File: config.mk
export PLATFORM = sky130hd
export DESIGN_NAME = base32_decoder
export DESIGN_NICKNAME = d
export VERILOG_FILES = /design/src/rtl/core/b32d_pkg.sv /design/src/rtl/core/base32_decoder.sv /design/src/rtl/core/b32d_front.sv /design/src/rtl/core/b32d_queue.sv /design/src/rtl/core/b32d_back.sv
export SDC_FILE = /design/constraint.sdc
export NUM_CORES = 1
export LEC_CHECK = 0
export BUFFER_PORTS_ARGS = -buffer_cell sky130_fd_sc_hd__buf_2
export CAP_MARGIN = 5
export CORE_MARGIN = 2
export CORE_UTILIZATION = 55
export DETAILED_ROUTE_END_ITERATION = 10
export GPL_TIMING_DRIVEN = 0
export PLACE_DENSITY = 0.86
export SYNTH_ARGS = -nofsm -noshare
export SYNTH_HDL_FRONTEND = slang
export SYNTH_SLANG_ARGS = --single-unit
File: constraint.sdc
create_clock -name clk_i -period 3.9 [get_ports clk_i]
set_input_delay 0.78 -clock clk_i [delete_from_list [all_inputs] [get_ports clk_i]]
set_output_delay 0.78 -clock clk_i [all_outputs]
set_load 0.05 [all_outputs]
File: src/rtl/core/b32d_pkg.sv
// ----------------------------------------------------------------------------
// b32d_pkg
// Shared types and constants of the Base32 decoder.
// ----------------------------------------------------------------------------
package b32d_pkg;

  localparam int unsigned COUNT_BITS = 16;
  localparam int unsigned CHAR_W     = 8;
  localparam int unsigned SYM_W      = 5;
  localparam int unsigned BYTE_W     = 8;
  localparam int unsigned STORE_W    = 7;
  localparam int unsigned HELD_W     = 3;
  localparam int unsigned D5_W       = COUNT_BITS + 3;

  localparam int unsigned FIFO_DEPTH = 2;
  localparam int unsigned FIFO_PTR_W = (FIFO_DEPTH > 1) ? $clog2(FIFO_DEPTH) : 1;
  localparam int unsigned FIFO_CNT_W = $clog2(FIFO_DEPTH + 1);

  localparam logic [BYTE_W-1:0] MAX_BYTES_RST = 8'd20;

  localparam logic [CHAR_W-1:0] CHAR_PAD   = 8'h3D;
  localparam logic [CHAR_W-1:0] CHAR_SPACE = 8'h20;
  localparam logic [CHAR_W-1:0] CHAR_TAB   = 8'h09;
  localparam logic [CHAR_W-1:0] CHAR_CR    = 8'h0D;
  localparam logic [CHAR_W-1:0] CHAR_UP_A  = 8'h41;
  localparam logic [CHAR_W-1:0] CHAR_UP_Z  = 8'h5A;
  localparam logic [CHAR_W-1:0] CHAR_LO_A  = 8'h61;
  localparam logic [CHAR_W-1:0] CHAR_LO_Z  = 8'h7A;
  localparam logic [CHAR_W-1:0] CHAR_TWO   = 8'h32;
  localparam logic [CHAR_W-1:0] CHAR_SEVEN = 8'h37;
  localparam logic [CHAR_W-1:0] DIGIT_OFS  = 8'd24;

  typedef enum logic [1:0] {
    ST_OK    = 2'd0,
    ST_EMPTY = 2'd1,
    ST_LONG  = 2'd2,
    ST_BAD   = 2'd3
  } status_e;

  typedef struct packed {
    logic             skip;
    logic             bad;
    logic [SYM_W-1:0] sym;
    logic             last;
  } item_t;

  typedef struct packed {
    logic              byte_valid;
    logic [BYTE_W-1:0] out_byte;
    logic              end_of_string;
    status_e           status;
    logic [BYTE_W-1:0] bytes_decoded;
  } result_t;

endpackage

File: src/rtl/core/base32_decoder.sv
// ----------------------------------------------------------------------------
// base32_decoder
// Base32 string decoder: one character beat in, decoded byte and status out.
// ----------------------------------------------------------------------------
// Channel  | Dir | Beat contents
// s_axis   | in  | tdata[7:0] in_char, tlast in_last
// m_axis   | out | tdata[7:0] out_byte, [15:8] bytes_decoded; tuser[0] byte_valid,
//          |     | [2:1] status; tlast end_of_string
// cfg      | in  | cfg_data_i[7:0] max_bytes
//
// Takes one character per cycle while the queue is not full; a result beat
// leaves through the classify queue and then the output register of the back.
// Reset sets max_bytes to 20 and clears the string state; no clearing pass.
// A stalled m_axis fills the two-entry queue, then drops s_axis_tready.
// ----------------------------------------------------------------------------
module base32_decoder (
  input  logic                        clk_i,
  input  logic                        rst_ni,
  input  logic                        s_axis_tvalid,
  output logic                        s_axis_tready,
  input  logic [b32d_pkg::CHAR_W-1:0] s_axis_tdata,   // [7:0] in_char
  input  logic                        s_axis_tlast,
  output logic                        m_axis_tvalid,
  input  logic                        m_axis_tready,
  output logic [15:0]                 m_axis_tdata,   // [7:0] out_byte, [15:8] bytes_decoded
  output logic [2:0]                  m_axis_tuser,   // [0] byte_valid, [2:1] status
  output logic                        m_axis_tlast,
  input  logic                        cfg_valid_i,
  output logic                        cfg_ready_o,
  input  logic [b32d_pkg::BYTE_W-1:0] cfg_data_i
);

  logic              q_full;
  logic              q_push;
  b32d_pkg::item_t   q_in;
  logic              q_valid;
  b32d_pkg::item_t   q_out;
  logic              q_pop;
  b32d_pkg::result_t res;

  b32d_front u_front (
    .s_axis_tvalid (s_axis_tvalid),
    .s_axis_tready (s_axis_tready),
    .s_axis_tdata  (s_axis_tdata),
    .s_axis_tlast  (s_axis_tlast),
    .q_full_i      (q_full),
    .q_push_o      (q_push),
    .q_item_o      (q_in)
  );

  b32d_queue u_queue (
    .clk_i   (clk_i),
    .rst_ni  (rst_ni),
    .push_i  (q_push),
    .item_i  (q_in),
    .full_o  (q_full),
    .valid_o (q_valid),
    .item_o  (q_out),
    .pop_i   (q_pop)
  );

  b32d_back u_back (
    .clk_i       (clk_i),
    .rst_ni      (rst_ni),
    .cfg_valid_i (cfg_valid_i),
    .cfg_ready_o (cfg_ready_o),
    .cfg_data_i  (cfg_data_i),
    .q_valid_i   (q_valid),
    .q_item_i    (q_out),
    .q_pop_o     (q_pop),
    .res_valid_o (m_axis_tvalid),
    .res_o       (res),
    .res_ready_i (m_axis_tready)
  );

  assign m_axis_tdata = {res.bytes_decoded, res.out_byte};
  assign m_axis_tuser = {res.status, res.byte_valid};
  assign m_axis_tlast = res.end_of_string;

endmodule

File: src/rtl/core/b32d_front.sv
// ----------------------------------------------------------------------------
// b32d_front
// Accepts character beats and classifies them as skip, data symbol or invalid.
// ----------------------------------------------------------------------------
module b32d_front (
  input  logic                          s_axis_tvalid,
  output logic                          s_axis_tready,
  input  logic [b32d_pkg::CHAR_W-1:0]   s_axis_tdata,  // [7:0] in_char
  input  logic                          s_axis_tlast,
  input  logic                          q_full_i,
  output logic                          q_push_o,
  output b32d_pkg::item_t               q_item_o
);

  logic [b32d_pkg::CHAR_W-1:0] c;

  assign c             = s_axis_tdata;
  assign s_axis_tready = !q_full_i;
  assign q_push_o      = s_axis_tvalid && !q_full_i;

  always_comb begin
    q_item_o      = '0;
    q_item_o.last = s_axis_tlast;
    q_item_o.skip = (c == b32d_pkg::CHAR_PAD) || (c == b32d_pkg::CHAR_SPACE) ||
                    (c inside {[b32d_pkg::CHAR_TAB:b32d_pkg::CHAR_CR]});
    if (c inside {[b32d_pkg::CHAR_UP_A:b32d_pkg::CHAR_UP_Z]}) begin
      q_item_o.sym = b32d_pkg::SYM_W'(c - b32d_pkg::CHAR_UP_A);
    end else if (c inside {[b32d_pkg::CHAR_LO_A:b32d_pkg::CHAR_LO_Z]}) begin
      q_item_o.sym = b32d_pkg::SYM_W'(c - b32d_pkg::CHAR_LO_A);
    end else if (c inside {[b32d_pkg::CHAR_TWO:b32d_pkg::CHAR_SEVEN]}) begin
      q_item_o.sym = b32d_pkg::SYM_W'(c - b32d_pkg::DIGIT_OFS);
    end else begin
      q_item_o.bad = 1'b1;
    end
  end

endmodule

File: src/rtl/core/b32d_queue.sv
// ----------------------------------------------------------------------------
// b32d_queue
// Short queue of classified characters between the front and the back.
// ----------------------------------------------------------------------------
module b32d_queue (
  input  logic            clk_i,
  input  logic            rst_ni,
  input  logic            push_i,
  input  b32d_pkg::item_t item_i,
  output logic            full_o,
  output logic            valid_o,
  output b32d_pkg::item_t item_o,
  input  logic            pop_i
);

  b32d_pkg::item_t                   mem_q [b32d_pkg::FIFO_DEPTH];
  logic [b32d_pkg::FIFO_PTR_W-1:0]   wptr_q, wptr_d;
  logic [b32d_pkg::FIFO_PTR_W-1:0]   rptr_q, rptr_d;
  logic [b32d_pkg::FIFO_CNT_W-1:0]   cnt_q, cnt_d;

  function automatic logic [b32d_pkg::FIFO_PTR_W-1:0] ptr_inc(
    input logic [b32d_pkg::FIFO_PTR_W-1:0] p
  );
    if (p == b32d_pkg::FIFO_PTR_W'(b32d_pkg::FIFO_DEPTH - 1)) begin
      return '0;
    end
    return p + 1'b1;
  endfunction

  assign full_o  = (cnt_q == b32d_pkg::FIFO_CNT_W'(b32d_pkg::FIFO_DEPTH));
  assign valid_o = (cnt_q != '0);
  assign item_o  = mem_q[rptr_q];

  always_comb begin
    wptr_d = push_i ? ptr_inc(wptr_q) : wptr_q;
    rptr_d = pop_i  ? ptr_inc(rptr_q) : rptr_q;
    cnt_d  = cnt_q;
    if (push_i && !pop_i) begin
      cnt_d = cnt_q + 1'b1;
    end else if (pop_i && !push_i) begin
      cnt_d = cnt_q - 1'b1;
    end
  end

  always_ff @(posedge clk_i or negedge rst_ni) begin
    if (!rst_ni) begin
      wptr_q <= '0;
      rptr_q <= '0;
      cnt_q  <= '0;
    end else begin
      wptr_q <= wptr_d;
      rptr_q <= rptr_d;
      cnt_q  <= cnt_d;
    end
  end

  always_ff @(posedge clk_i) begin
    if (push_i) begin
      mem_q[wptr_q] <= item_i;
    end
  end

endmodule

File: src/rtl/core/b32d_back.sv
// ----------------------------------------------------------------------------
// b32d_back
// Gathers symbol bits into bytes, tracks the string status, drives results.
// ----------------------------------------------------------------------------
module b32d_back (
  input  logic                          clk_i,
  input  logic                          rst_ni,
  input  logic                          cfg_valid_i,
  output logic                          cfg_ready_o,
  input  logic [b32d_pkg::BYTE_W-1:0]   cfg_data_i,
  input  logic                          q_valid_i,
  input  b32d_pkg::item_t               q_item_i,
  output logic                          q_pop_o,
  output logic                          res_valid_o,
  output b32d_pkg::result_t             res_o,
  input  logic                          res_ready_i
);

  localparam int unsigned ACC_W = b32d_pkg::STORE_W + b32d_pkg::SYM_W;

  logic [b32d_pkg::BYTE_W-1:0]     max_q;
  logic [b32d_pkg::STORE_W-1:0]    store_q, store_d;
  logic [b32d_pkg::HELD_W-1:0]     held_q, held_d;
  logic [b32d_pkg::COUNT_BITS-1:0] cnt_q, cnt_d;
  logic [b32d_pkg::D5_W-1:0]       d5_q, d5_d;
  logic [b32d_pkg::BYTE_W-1:0]     total_q, total_d;
  logic                            bad_q, bad_d;
  logic                            out_valid_q, out_valid_d;
  b32d_pkg::result_t               out_q, out_d;

  logic [ACC_W-1:0]                acc;
  logic [b32d_pkg::HELD_W:0]       n;
  logic [b32d_pkg::HELD_W-1:0]     sh;
  logic [b32d_pkg::BYTE_W-1:0]     byte_val;
  logic                            have_byte;
  logic [b32d_pkg::COUNT_BITS-1:0] quot;
  b32d_pkg::status_e               status;

  assign cfg_ready_o = 1'b1;
  assign q_pop_o     = q_valid_i && (!out_valid_q || res_ready_i);
  assign res_valid_o = out_valid_q;
  assign res_o       = out_q;

  always_comb begin
    store_d   = store_q;
    held_d    = held_q;
    cnt_d     = cnt_q;
    d5_d      = d5_q;
    total_d   = total_q;
    bad_d     = bad_q;
    have_byte = 1'b0;
    byte_val  = '0;
    acc       = {store_q, q_item_i.sym};
    n         = {1'b0, held_q} + 4'd5;
    sh        = b32d_pkg::HELD_W'(n - 4'd8);

    if (!q_item_i.skip) begin
      if (cnt_q != '1) begin
        cnt_d = cnt_q + 1'b1;
        d5_d  = d5_q + b32d_pkg::D5_W'(5);
      end
      if (!bad_q && (total_q < max_q)) begin
        if (q_item_i.bad) begin
          bad_d = 1'b1;
        end else if (n[b32d_pkg::HELD_W]) begin
          byte_val  = b32d_pkg::BYTE_W'(acc >> sh);
          store_d   = acc[b32d_pkg::STORE_W-1:0] &
                      ((b32d_pkg::STORE_W'(1) << sh) - 1'b1);
          held_d    = sh;
          have_byte = 1'b1;
          total_d   = total_q + 1'b1;
        end else begin
          store_d = acc[b32d_pkg::STORE_W-1:0];
          held_d  = n[b32d_pkg::HELD_W-1:0];
        end
      end
    end

    quot = d5_d[b32d_pkg::D5_W-1:3];
    if (!q_item_i.last) begin
      status = b32d_pkg::ST_OK;
    end else if (cnt_d == '0) begin
      status = b32d_pkg::ST_EMPTY;
    end else if ((max_q == '0) ||
                 (quot > b32d_pkg::COUNT_BITS'(max_q))) begin
      status = b32d_pkg::ST_LONG;
    end else if (bad_d) begin
      status = b32d_pkg::ST_BAD;
    end else begin
      status = b32d_pkg::ST_OK;
    end

    out_d                = out_q;
    out_d.byte_valid     = have_byte;
    out_d.out_byte       = byte_val;
    out_d.end_of_string  = q_item_i.last;
    out_d.status         = status;
    out_d.bytes_decoded  = total_d;

    if (q_item_i.last) begin
      store_d = '0;
      held_d  = '0;
      cnt_d   = '0;
      d5_d    = '0;
      total_d = '0;
      bad_d   = 1'b0;
    end

    out_valid_d = out_valid_q && !res_ready_i;
    if (q_pop_o && (have_byte || q_item_i.last)) begin
      out_valid_d = 1'b1;
    end
  end

  always_ff @(posedge clk_i or negedge rst_ni) begin
    if (!rst_ni) begin
      max_q       <= b32d_pkg::MAX_BYTES_RST;
      store_q     <= '0;
      held_q      <= '0;
      cnt_q       <= '0;
      d5_q        <= '0;
      total_q     <= '0;
      bad_q       <= 1'b0;
      out_valid_q <= 1'b0;
    end else begin
      if (cfg_valid_i) begin
        max_q <= cfg_data_i;
      end
      if (q_pop_o) begin
        store_q <= store_d;
        held_q  <= held_d;
        cnt_q   <= cnt_d;
        d5_q    <= d5_d;
        total_q <= total_d;
        bad_q   <= bad_d;
      end
      out_valid_q <= out_valid_d;
    end
  end

  always_ff @(posedge clk_i) begin
    if (q_pop_o && (have_byte || q_item_i.last)) begin
      out_q <= out_d;
    end
  end

endmodule

**Yosys cells after proc, flatten, opt, wreduce, memory -nomap -nowiden**

Memory sizes are Yosys's and may differ from the RTL's.
Index checks and enable logic that the tools add are counted.

- Bits in registers: 87
- Memories kept: 1
- Logic and storage cells: 135
- Output and inout bits: 23
- RAM bits: 16

Memories:

| memory | depth | bits a word | read ports | clocked after memory_dff | wr ports | RTL line | text |
|---|---|---|---|---|---|---|---|
| u_queue.mem_q | 2 | 8 | 1 | 0 | 1 | b32d_queue.sv:16 | `b32d_pkg::item_t mem_q [b32d_pkg::FIFO_DEPTH];` |

- Reductions and logical operators: 32
- Order comparisons: 10
- Eq/ne operators: 6
- Shift operators: 2
- Mux-type cells: 49
- Bitwise gates (word level): 4
- Add/subtract/negate cells: 13

Operator list:

| operator | number |
|---|---|
| $mux W19 | 3 |
| $mux W16 | 3 |
| $mux W8 | 5 |
| $mux W7 | 5 |
| $mux W1 | 21 |
| $add A19 B3 Y19 const B | 1 |
| $add A16 B1 Y16 const B | 1 |
| $eq A8 B6 Y1 const B | 2 |
| $ge A8 B7 Y1 const B | 2 |
| $gt A16 B8 Y1 | 1 |
| $le A8 B7 Y1 const B | 2 |
| $logic_not A16 Y1 | 1 |
| $ne A16 B16 Y1 const B | 1 |
| $mux W3 | 5 |
| $mux W5 | 3 |
| $shr A12 B3 Y8 | 1 |
| $logic_and A1 B1 Y1 | 11 |
| $sub A5 B1 Y5 const B | 2 |
| $add A8 B1 Y8 const B | 1 |
| $ge A8 B4 Y1 const B | 1 |
| $ge A8 B6 Y1 const B | 1 |
| $le A8 B4 Y1 const B | 1 |
| $le A8 B6 Y1 const B | 1 |
| $logic_not A8 Y1 | 1 |
| other kinds (22) | 40 |

**Logic depth before layout (Yosys ltp)**

Gate-level depths: netlist of run 1.

- Depth after elaboration: 10
- Gate-level depth with buffers: 16
- Depth with buffers taken out: 15

**Hierarchy**

A second synthesis of run 1 with hierarchy kept.

- Cell total of the unflattened synthesis: 707
- Area total of the unflattened synthesis: 6687.7 µm²

By module, submodules not included:

| module | area an instance (µm²) | sequential area each (µm²) | instances | cells an instance |
|---|---|---|---|---|
| b32d_back | 5500.3 | 2179.6 | 1 | 607 |
| b32d_queue | 773.2 | 580.6 | 1 | 41 |
| b32d_front | 414.1 | 0.0 | 1 | 59 |

**Worst setup path after synthesis of run 1**

Ideal clock, no wire load.

- Path kind: register to register
- Start point: register u_back.cnt_q[0] (netlist bit)
- End point: register u_back.out_q, in the netlist u_back.res_o[9], data pin
- Setup time: 255 ps
- Period minus slack after synthesis: 3606 ps
- Required time: 3645 ps
- Cell stages (with the launch flop): 17
- Buffers on the path: 1
- Path slack: 294 ps
- Arrival: 3351 ps
- Path through: dfrtp_1 ha_1 nand3_1 o41a_4 buf_6 nand3_1 nor2_2 nand3_1 xnor2_1 ha_1 a21o_1 a21o_1 a21oi_1 a21oi_1 nor4b_1 nand4_1 and3_1

- Cells in the longest elaborated chain, start to end: 6

RTL lines:

| item | RTL line | text |
|---|---|---|
| from (decl) | b32d_back.sv:24 | `logic [b32d_pkg::COUNT_BITS-1:0] cnt_q, cnt_d;` |
| from (signal assigned) | b32d_back.sv:132 | `cnt_q <= cnt_d;` |
| $ne A16 B16 Y1 | b32d_back.sv:58 | `if (cnt_q != '1) begin` |
| $mux W19 | b32d_back.sv:58 |  |
| $mux W19 | b32d_back.sv:57 | `if (!q_item_i.skip) begin` |
| $gt A16 B8 Y1 | b32d_back.sv:85 | `(quot > b32d_pkg::COUNT_BITS'(max_q))) begin` |
| $logic_or A1 B1 Y1 | b32d_back.sv:84 | `end else if ((max_q == '0) \|\|` |
| $mux W2 | b32d_back.sv:84 |  |
| to (signal assigned) | b32d_back.sv:143 | `out_q <= out_d;` |
| to (decl) | b32d_back.sv:29 | `b32d_pkg::result_t out_q, out_d;` |

Several ways; a longest one is shown, not always the timed one. The select of a mux whose other input is x is not followed.
A chain may end at the register's enable or synchronous reset.

**Worst setup path after layout of run 1**

- Start point: register u_back.cnt_q[12] (netlist bit)
- End point: register u_back.out_q, in the netlist u_back.res_o[9], data pin

Same word-level chain as after synthesis.

==> flow_summary.yaml, run 1 <==
logic_synthesis:
  ys_types: 68
  synth_top_family_by_area: "compound AO/OA/AOI/OAI gates"
  synth_xor_area_frac: 0.0456
  yosys.area.top_type: "dfrtp_1"
  synth_seq_area_share: 0.435
  synthTopCellsByArea: "dfrtp_1, edfxtp_1, ha_1, nand2_1, o21ai_0"
  synth-simple-area-share: 0.181
  synth.mux.area_fraction: 0.0420
  avgSynthCellArea_um2: 9.28
  yosys.area_share.adder: 0.0592
  synth_ff_type: "dfrtp_1"
  postSynthRegisterBits: 103
  syn-cell-area_um2: 6340
  syn_inst: 683
  share_of_the_synthesized_area_in_compound_gates_ao_oa_aoi_oai: 0.194
  yosys.area.top_type_share: 0.257
  synth.yosys.warnings: 0
  synthArstFlopShare: 0.650
  synth_nets: 735
  post_synth_edffs: 36
cells_and_area:
  antenna_cells_inserted: 0
  final_common_cell: "nand2_1"
  mostFrequentLayoutCells: "nand2_1, dfrtp_1, o21ai_0"
  share_of_post_route_cells_with_drive_strength_above_1: 0.149
  finish.net_count: 798
  area_overhead_vs_synth_pct: 13.0
timing:
  worst-slew-pin-transition_ns: 0.886
  slew_limit_headroom: 0.410
  maxSlewViolCount: 0
  timing.hold.ws_ns: 0.506
  hold_viol_final: 0
  worst_setup_slack_after_layout_ns: 0.0894
  clock.fmax_mhz: 262
  fin_crit_ns: 3.81
  fin_crit_sh: 0.977
  final.setup_skew_ns: 0.00790
  timing.final.setup_violations: 0
floorplan:
  num_io_pins: 45
  placement_rows: 39
  design.core.area_um2: 11300
  dieWidth_um: 111
  die-height_um: 111
  initial_core_util: 0.560
  design.die.area_um2: 12400
routing:
  post_drt_wl_per_cell_um: 18.1
  routed_via_density: 6.38
  drc: 0
  antenna_violating_nets_post_route: 0
  drtPass1Iterations: 6
  route.vias.total: 5700
  1st_iter_drt_viols: 648
  totalWireLength_um: 16200
worst_setup_path:
  worst-endpoint-required_ns: 4.00
  rr_endpoint: "u_back.res_o[9]$_SDFFCE_PP0P_"
  startpoint_type: "flop"
  path_max_fanout: 9
  setup.worst_path.class: "flop to flop"
  ff2ff_setup_slack_ns: 0.09
  worstSetupEndpointType: "flop"
  worstPathArrival_ns: 3.91
  timing.rr.start: "u_back.cnt_q[12]$_DFFE_PN0P_"
  r2r_cells: 15
clocking:
  cts.clk_slew.worst_paths_ns: 0.07
  cts_hold_buffers: 0
  cts.htree.levels: 3
  max_root_sink_buffers: 2
  worst_skew_pair.late_latency_ns: 0.35
  tritoncts: "built"
  cts-buffers-inserted: 9
  numClockSinks: 103
  clock-root-buffer: "clkbuf_16"
min_path:
  hold_path_startpoint: "u_queue.wptr_q$_DFFE_PN0P_"
  cell_count_of_the_worst_hold_path: 1
  path_class_of_the_lowest_slack_min_delay_path: "flop to flop"
  endpoint_with_the_worst_hold_slack: "u_queue.wptr_q$_DFFE_PN0P_"
grt:
  grt_pass1_wl_um: 26000
  largest_net_degree_at_the_start_of_global_routing: 68
  antenna_violations_before_repair: 0
  grt_use_total: 0.258
  grt-ovfl-total: 0
  first_global_vias: 5426
placed_design:
  post-dp-hpwl_um: 11200
  finalWeightedCongestion: 0.914
  placement.io_buffers: 42
  dp_worst_setup_slack_ns: -0.310
flow_run:
  maxCapViolations: 0
power:
  ir_drop_v: 0.000408
  p_leak_nw: 3.01
  power_per_cell_area_nw_per_um2: 637
  design_power_total_mw: 4.56
run_status:
  outcome: "finished, final reports clean"
-- repair_timing --
item / in CTS / in global routing
setup endpoints to repair: 2 / 2
pin swaps: 0 / 3
setup buffers: 0 / 13
gates resized for setup: 7 / 6
hold endpoints to repair: 0 / 0
-- where the power goes --
group / total, mW / switching [mW] / internal [mW]
logic: 2.14 / 1.50 / 0.641
registers: 1.55 / 0.149 / 1.40
clock network: 0.868 / 0.415 / 0.453
total: 4.56 / 2.07 / 2.50
-- worst max-delay path by stage --
stage,start,to,slack (ns),depth (start not counted)
floorplan,u_back.cnt_q[0]$_DFFE_PN0P_,u_back.res_o[9]$_SDFFCE_PP0P_,0.29,16
global placement,u_queue.rptr_q$_DFFE_PN0P_,u_back.res_o[9]$_SDFFCE_PP0P_,-0.15,16
detailed placement,u_queue.rptr_q$_DFFE_PN0P_,u_back.res_o[9]$_SDFFCE_PP0P_,-0.31,16
CTS,u_queue.rptr_q$_DFFE_PN0P_,u_back.res_o[9]$_SDFFCE_PP0P_,0.02,16
global route,u_back.cnt_q[12]$_DFFE_PN0P_,u_back.res_o[9]$_SDFFCE_PP0P_,-0.09,15
finish,u_back.cnt_q[12]$_DFFE_PN0P_,u_back.res_o[9]$_SDFFCE_PP0P_,0.09,15
-- flip-flops by register name, indices dropped and copies added, names as in the netlist --
signal	count
u_back.total_q	8
u_back.bad_q	1
u_back.store_q	7
u_back.held_q	3
u_back.cnt_q	16
u_queue.rptr_q	1
u_queue.mem_q	16
u_back.d5_q	19
u_back.res_o	20
u_queue.cnt_q	2
u_back.max_q	8
u_back.res_valid_o	1
u_queue.wptr_q	1
-- metrics by stage --
stage	area [µm²]	util	instances	TNS, ns
global placement	6730	0.594	868	-0.178
detailed placement	6730	0.595	868	-0.502
finish	7170	0.633	894	0
floorplan	6340	-	683	0
CTS	7050	0.623	884	0
global route	7170	0.633	894	-0.0869
-- cell usage after synthesis, drive strengths merged (7+ instances only) --
cell type	number
a21o	9
and3	7
edfxtp	36
mux2	10
nand3	23
buf	13
inv	19
nand2	89
xnor2	17
a211oi	8
dfrtp	65
ha	30
mux2i	15
nor4	7
a31oi	16
a22o	7
o31ai	17
nor3	17
xor2	16
o21ai	63
nor2	46
a21oi	34
nand4	19
clkbuf	31
-- critical path, stage by stage, from the launching register on --
cell and delay [ns]:
dfrtp_1 0.32, clkbuf_1 0.29, nand4_1 0.26, o41a_4 0.46, and2_1 0.15, buf_2 0.17
nand3_1 0.15, nor2_1 0.07, xor2_1 0.24, ha_1 0.29, a21o_1 0.17, a21oi_1 0.17
a21oi_1 0.14, nor4b_2 0.35, nand4_1 0.12, and3_1 0.20
-- cells by family after synthesis --
family / Yosys count
muxes: 25
AOI/OAI and AO/OA: 190
and+or+nand+nor: 237
xor gates and xnor gates: 33
other: 1
DFF: 103
adders and majority gates: 30
buffers and inverters: 64
-- final cells by class --
| cell class | instances | area (µm²) |
|---|---|---|
| fillers | 912 | 4160 |
| multi-input cells | 516 | 3370 |
| flip-flops and latches | 103 | 2760 |
| repair buffers | 55 | 310 |
| clock buffers | 10 | 239 |
| plain buffers | 41 | 189 |
| well taps | 143 | 179 |
| inverters | 20 | 75.1 |
| clock inverters | 6 | 45.0 |
-- per-layer routing --
metal  vias to the layer above  wire, µm  track usage
met3                        75      1140       0.0566
met5                         -         0            0
li1                       2647         -            -
met1                      2717      6720        0.329
met4                         0       599        0.137
met2                       261      7710        0.413
(Power assumes the default switching activity.)
==> inputs of run 2 (changes only) <==
- clock period: 3.9 -> 4.65 ns (I/O delays scaled with it)
==> flow_summary.yaml, run 2 (synthesis gave the netlist of run 1 again) <==
worst_setup_path:
  rr_endpoint: "u_back.res_o[9]$_SDFFCE_PP0P_"
  worstPathArrival_ns: 4.42
  ff2ff_setup_slack_ns: 0.33
  path_max_fanout: 10
  timing.rr.start: "u_queue.rptr_q$_DFFE_PN0P_"
  r2r_cells: 16
  first_element_of_the_critical_path: "u_queue.rptr_q$_DFFE_PN0P_"
  worstSetupEndpointType: "flop"
  crit_end: "u_back.res_o[9]$_SDFFCE_PP0P_"
  startpoint_type: "flop"
  worst-endpoint-required_ns: 4.75
  setup.worst_path.class: "flop to flop"
floorplan:
  design.die.area_um2: 12400
  initial_core_util: 0.560
  dieWidth_um: 111
  placement_rows: 39
  design.core.area_um2: 11300
  die-height_um: 111
  num_io_pins: 45
power:
  p_leak_nw: 2.95
  cell_internal_pwr_mw: 2.04
  clkPwrFrac: 0.194
  seqPwrFrac: 0.347
  power.combinational.fraction: 0.459
  power_switching_mw: 1.70
  power.switching_fraction: 0.454
  ir_drop_v: 0.000338
  power_per_cell_area_nw_per_um2: 533
  design_power_total_mw: 3.74
cells_and_area:
  mostFrequentLayoutCells: "nand2_1, dfrtp_1, o21ai_0"
  finish.net_count: 788
  final_common_cell: "nand2_1"
  share_of_post_route_cells_with_drive_strength_above_1: 0.124
  antenna_cells_inserted: 0
  fillCellCount: 936
  area_overhead_vs_synth_pct: 10.7
  largest_register_ff_count: 20
flow_run:
  maxCapViolations: 0
timing:
  timing.final.setup_violations: 0
  hold_viol_final: 0
  slew_limit_headroom: 0.412
  totalNegativeSetupSlack_ns: 0
  final.setup_skew_ns: 0.00849
  maxSlewViolCount: 0
  grt_setup_unrepaired: "no"
  worst-slew-pin-transition_ns: 0.881
  fin_crit_ns: 4.32
  clock.fmax_mhz: 232
  fin_crit_sh: 0.929
clocking:
  cts.htree.levels: 3
  cts-buffers-inserted: 9
  clock-root-buffer: "clkbuf_16"
  cts_resized: 0
  worst_skew_pair.late_latency_ns: 0.35
  cts_hold_buffers: 0
  numClockSinks: 103
  tritoncts: "built"
  cts.clk_slew.worst_paths_ns: 0.07
  post_cts.repair.setup_buffers: 0
  max_root_sink_buffers: 2
routing:
  post_drt_wl_per_cell_um: 17.8
  totalWireLength_um: 15700
  drtPass1Iterations: 5
  routed_via_density: 6.32
  drc: 0
  antenna_violating_nets_post_route: 0
  1st_iter_drt_viols: 519
  route.vias.total: 5589
placed_design:
  finalWeightedCongestion: 0.914
  placement.io_buffers: 42
  post-dp-hpwl_um: 11200
grt:
  first_global_vias: 5388
  antenna_violations_before_repair: 0
  grt_use_total: 0.257
  grt-ovfl-total: 0
  grt_pass1_wl_um: 25900
  largest_net_degree_at_the_start_of_global_routing: 68
min_path:
  cell_count_of_the_worst_hold_path: 1
  hold_path_startpoint: "u_queue.wptr_q$_DFFE_PN0P_"
  path_class_of_the_lowest_slack_min_delay_path: "flop to flop"
run_status:
  outcome: "finished, final reports clean"
## run 2: cell count changes in the layout (fill, tap and decap cells not counted), sizes merged
cell    change
buf        -13
clkbuf      +3
## run 2: power by group through the flow
stage | Combinational [mW] | Clock (mW) | Sequential (mW)
6_report | 1.72 | 0.725 | 1.30
5_1_grt | 1.86 | 0.770 | 1.32
4_1_cts | 1.70 | 0.726 | 1.30
3_5_place_dp | 1.69 | 0 | 1.31
3_3_place_gp | 1.64 | 0 | 1.30
2_1_floorplan | 0.966 | 0 | 1.55
## run 2: layer usage
metal	track usage	vias up	wire, µm
met4	0.133	0	578
met5	0	-	0
met3	0.0555	60	1210
met1	0.330	2620	6510
met2	0.414	279	7400
li1	-	2630	-
## run 2: per-stage QoR
step	worst slack, ns	instances	area (µm²)	utilization	hold WS (ns)
finish	0.331	884	7020	0.620	0.506
global route	0.108	884	7020	0.620	0.548
CTS	0.343	884	7020	0.620	0.503
detailed placement	0.440	868	6730	0.595	0.491
global placement	0.601	868	6730	0.594	0.477
floorplan	1.04	683	6340	-	0.461
## run 2: how the worst min path moves through the flow
stage                                       to  slack (ns)
floorplan           u_queue.wptr_q$_DFFE_PN0P_        0.46
global placement    u_queue.wptr_q$_DFFE_PN0P_        0.48
detailed placement  u_queue.wptr_q$_DFFE_PN0P_        0.49
CTS                 u_queue.wptr_q$_DFFE_PN0P_        0.50
global route        u_back.d5_q[0]$_DFFE_PN0P_        0.55
finish              u_queue.wptr_q$_DFFE_PN0P_        0.51
## run 2: critical path, cell delays in order (launching register included)
cell and delay (ns):
dfrtp_1 0.34, buf_4 0.21, mux2i_1 0.52, o41a_4 0.32, buf_6 0.15, nand3_1 0.22, nor2_2 0.28, nand3_1 0.15
xnor2_1 0.16, ha_1 0.31, a21o_1 0.16, a21o_1 0.17, a21oi_1 0.17, a21oi_1 0.13, nor4b_1 0.42, nand4_1 0.13
and3_1 0.20
## run 2: area by class of cell
type	count	area, µm²	area share
Multi-Input combinational cell	516	3310	0.472
Sequential cell	103	2760	0.393
Clock buffer	10	239	0.0341
Timing Repair Buffer	42	213	0.0303
Buffer	44	193	0.0275
Tap cell	143	179	0.0255
Inverter	20	75.1	0.0107
Clock inverter	6	45.0	0.00642
==> inputs of run 3 (changes only) <==
- SYNTH_HIERARCHICAL: unset -> 1
==> flow_summary.yaml, run 3 <==
logic_synthesis:
  yosys.area.top_type_share: 0.243
  post_synth_edffs: 36
  synth_nets: 760
  postSynthRegisterBits: 103
  syn_inst: 707
  ys_types: 81
  synth_seq_area_share: 0.413
  avgSynthCellArea_um2: 9.46
  syn-cell-area_um2: 6690
  yosys.cell_count.top_type: "nand2_1"
  netlist_top_cells_count: "nand2_1, dfrtp_1, a21oi_1"
  synthArstFlopShare: 0.650
  yosys.area.top_type: "dfrtp_1"
  synth.yosys.warnings: 6
  synth_ff_type: "dfrtp_1"
  synthTopCellsByArea: "dfrtp_1, edfxtp_1, ha_1, nand2_1, a21oi_1"
worst_setup_path:
  timing.rr.start: "u_queue/rptr_q$_DFFE_PN0P_"
  r2r_cells: 15
  worstPathArrival_ns: 4.00
  startpoint_type: "flop"
  worst-endpoint-required_ns: 4.74
  worstSetupEndpointType: "flop"
  path_max_fanout: 10
  ff2ff_setup_slack_ns: 0.73
  setup.worst_path.class: "flop to flop"
  rr_endpoint: "u_back/res_o[9]$_SDFFCE_PP0P_"
timing:
  final.setup_skew_ns: 0.0112
  fin_crit_sh: 0.842
  maxSlewViolCount: 0
  timing.final.setup_violations: 0
  slew_limit_headroom: 0.410
  fin_crit_ns: 3.92
  worst-slew-pin-transition_ns: 0.885
  hold_viol_final: 0
  grt_setup_unrepaired: "no"
  timing.hold.ws_ns: 0.489
  clock.fmax_mhz: 255
  totalNegativeSetupSlack_ns: 0
clocking:
  clock-root-buffer: "clkbuf_16"
  tritoncts: "built"
  post_cts.repair.setup_buffers: 0
  numClockSinks: 103
  cts.clk_slew.worst_paths_ns: 0.08
  worst_skew_pair.late_latency_ns: 0.37
  cts_hold_buffers: 0
  cts-buffers-inserted: 9
  cts.htree.levels: 3
  cts_resized: 0
  max_root_sink_buffers: 2
grt:
  first_global_vias: 5052
  grt-ovfl-total: 0
  grt_use_total: 0.238
  antenna_violations_before_repair: 0
  grt_pass1_wl_um: 24700
  largest_net_degree_at_the_start_of_global_routing: 68
cells_and_area:
  mostFrequentLayoutCells: "nand2_1, dfrtp_1, buf_2"
  antenna_cells_inserted: 0
  largest_register_ff_count: 20
  finish.net_count: 813
  share_of_post_route_cells_with_drive_strength_above_1: 0.171
  final_util: 0.618
  area_overhead_vs_synth_pct: 10.5
  fillCellCount: 974
  final_common_cell: "nand2_1"
power:
  p_leak_nw: 3.10
  power_switching_mw: 1.84
  seqPwrFrac: 0.325
  power.switching_fraction: 0.450
  power_per_cell_area_nw_per_um2: 553
  power.combinational.fraction: 0.484
  clkPwrFrac: 0.191
  ir_drop_v: 0.000238
  cell_internal_pwr_mw: 2.25
placed_design:
  post-dp-hpwl_um: 10700
  finalWeightedCongestion: 0.951
  placement.io_buffers: 42
min_path:
  cell_count_of_the_worst_hold_path: 1
  hold_path_startpoint: "u_queue/wptr_q$_DFFE_PN0P_"
  endpoint_with_the_worst_hold_slack: "u_queue/wptr_q$_DFFE_PN0P_"
  path_class_of_the_lowest_slack_min_delay_path: "flop to flop"
routing:
  totalWireLength_um: 15000
  route.vias.total: 5601
  routed_via_density: 6.14
  1st_iter_drt_viols: 503
  drtPass1Iterations: 5
  antenna_violating_nets_post_route: 0
  post_drt_wl_per_cell_um: 16.5
  drc: 0
floorplan:
  design.core.area_um2: 12000
  placement_rows: 40
  design.die.area_um2: 13100
  num_io_pins: 45
  die-height_um: 114
  initial_core_util: 0.559
  dieWidth_um: 114
run_status:
  outcome: "finished, final reports clean"
flow_run:
  maxCapViolations: 0
[run 3: changes by cell type after synthesis, sizes merged, moves of 6 or more]
| cell | previous run | this run |
|---|---|---|
| o21ai | 63 | 47 |
| nand2b | 5 | 11 |
| a31oi | 16 | 9 |
| o31ai | 17 | 6 |
| buf | 13 | 22 |
| nor3 | 17 | 26 |
| mux4 | 0 | 8 |
| nor2 | 46 | 39 |
| mux2i | 15 | 7 |
| a21oi | 34 | 52 |
| inv | 19 | 25 |
[run 3: cell families after synthesis]
kind of cell	after synthesis	synth area share
mux	30	0.0632
compound gates	175	0.174
fa+ha+maj	31	0.0580
xor+xnor	30	0.0393
buf+inv	74	0.0526
flops	103	0.413
simple gates	263	0.200
other cells	1	0.000561
[run 3: how the worst max path moves through the flow]
stage / slack [ns] / cells after the start / start / endpoint
after CTS: 0.78 / 15 / u_queue/rptr_q$_DFFE_PN0P_ / u_back/res_o[9]$_SDFFCE_PP0P_
after floorplan: 1.34 / 15 / u_back/cnt_q[0]$_DFFE_PN0P_ / u_back/res_o[9]$_SDFFCE_PP0P_
after global placement: 0.84 / 15 / u_queue/rptr_q$_DFFE_PN0P_ / u_back/res_o[9]$_SDFFCE_PP0P_
after detailed placement: 0.80 / 15 / u_queue/rptr_q$_DFFE_PN0P_ / u_back/res_o[9]$_SDFFCE_PP0P_
after global routing: 0.45 / 16 / u_back/cnt_q[0]$_DFFE_PN0P_ / u_back/res_o[9]$_SDFFCE_PP0P_
final: 0.73 / 15 / u_queue/rptr_q$_DFFE_PN0P_ / u_back/res_o[9]$_SDFFCE_PP0P_
[run 3: area by class of cell]
class / count / area [µm²] / area share
Tap cell: 147 / 184 / 0.0249
Sequential cell: 103 / 2760 / 0.373
Clock inverter: 6 / 56.3 / 0.00762
Buffer: 48 / 254 / 0.0344
Timing Repair Buffer: 42 / 213 / 0.0288
Clock buffer: 10 / 250 / 0.0339
Multi-Input combinational cell: 530 / 3580 / 0.484
Inverter: 26 / 97.6 / 0.0132
[run 3: routing by layer]
| layer | vias up | track usage | routed length, µm |
|---|---|---|---|
| li1 | 2704 | - | - |
| met1 | 2638 | 0.335 | 6770 |
| met2 | 241 | 0.379 | 6970 |
| met3 | 18 | 0.0318 | 1020 |
| met4 | 0 | 0.0911 | 249 |
| met5 | - | 0 | 0 |
[run 3: power groups by stage]
stage / clock [mW] / sequential, mW / combinational [mW]
global placement: 0 / 1.33 / 1.90
detailed placement: 0 / 1.34 / 1.94
floorplan: 0 / 1.56 / 1.23
CTS: 0.792 / 1.33 / 1.95
global route: 0.830 / 1.35 / 2.14
finish: 0.779 / 1.33 / 1.98
[run 3: per-stage QoR]
step | area [µm²] | worst slack (ns) | cells | power [mW]
after floorplan | 6690 | 1.34 | 707 | 2.79
final | 7390 | 0.735 | 912 | 4.08
after global placement | 7080 | 0.843 | 896 | 3.24
after CTS | 7390 | 0.777 | 912 | 4.07
after global routing | 7390 | 0.447 | 912 | 4.32
after detailed placement | 7080 | 0.797 | 896 | 3.28
[run 3: worst max-delay path: stages, from the launching register on]
cell and delay (ns):
dfrtp_1 0.35, buf_6 0.15, mux2_2 0.33, clkbuf_1 0.27, a41oi_2 0.30, buf_2 0.28, and3_1 0.29, nand4_1 0.14
xnor2_1 0.23, ha_1 0.29, a21o_1 0.16, a21o_1 0.16, a21oi_1 0.14, o221ai_1 0.19, nor3_1 0.25, a211oi_2 0.10
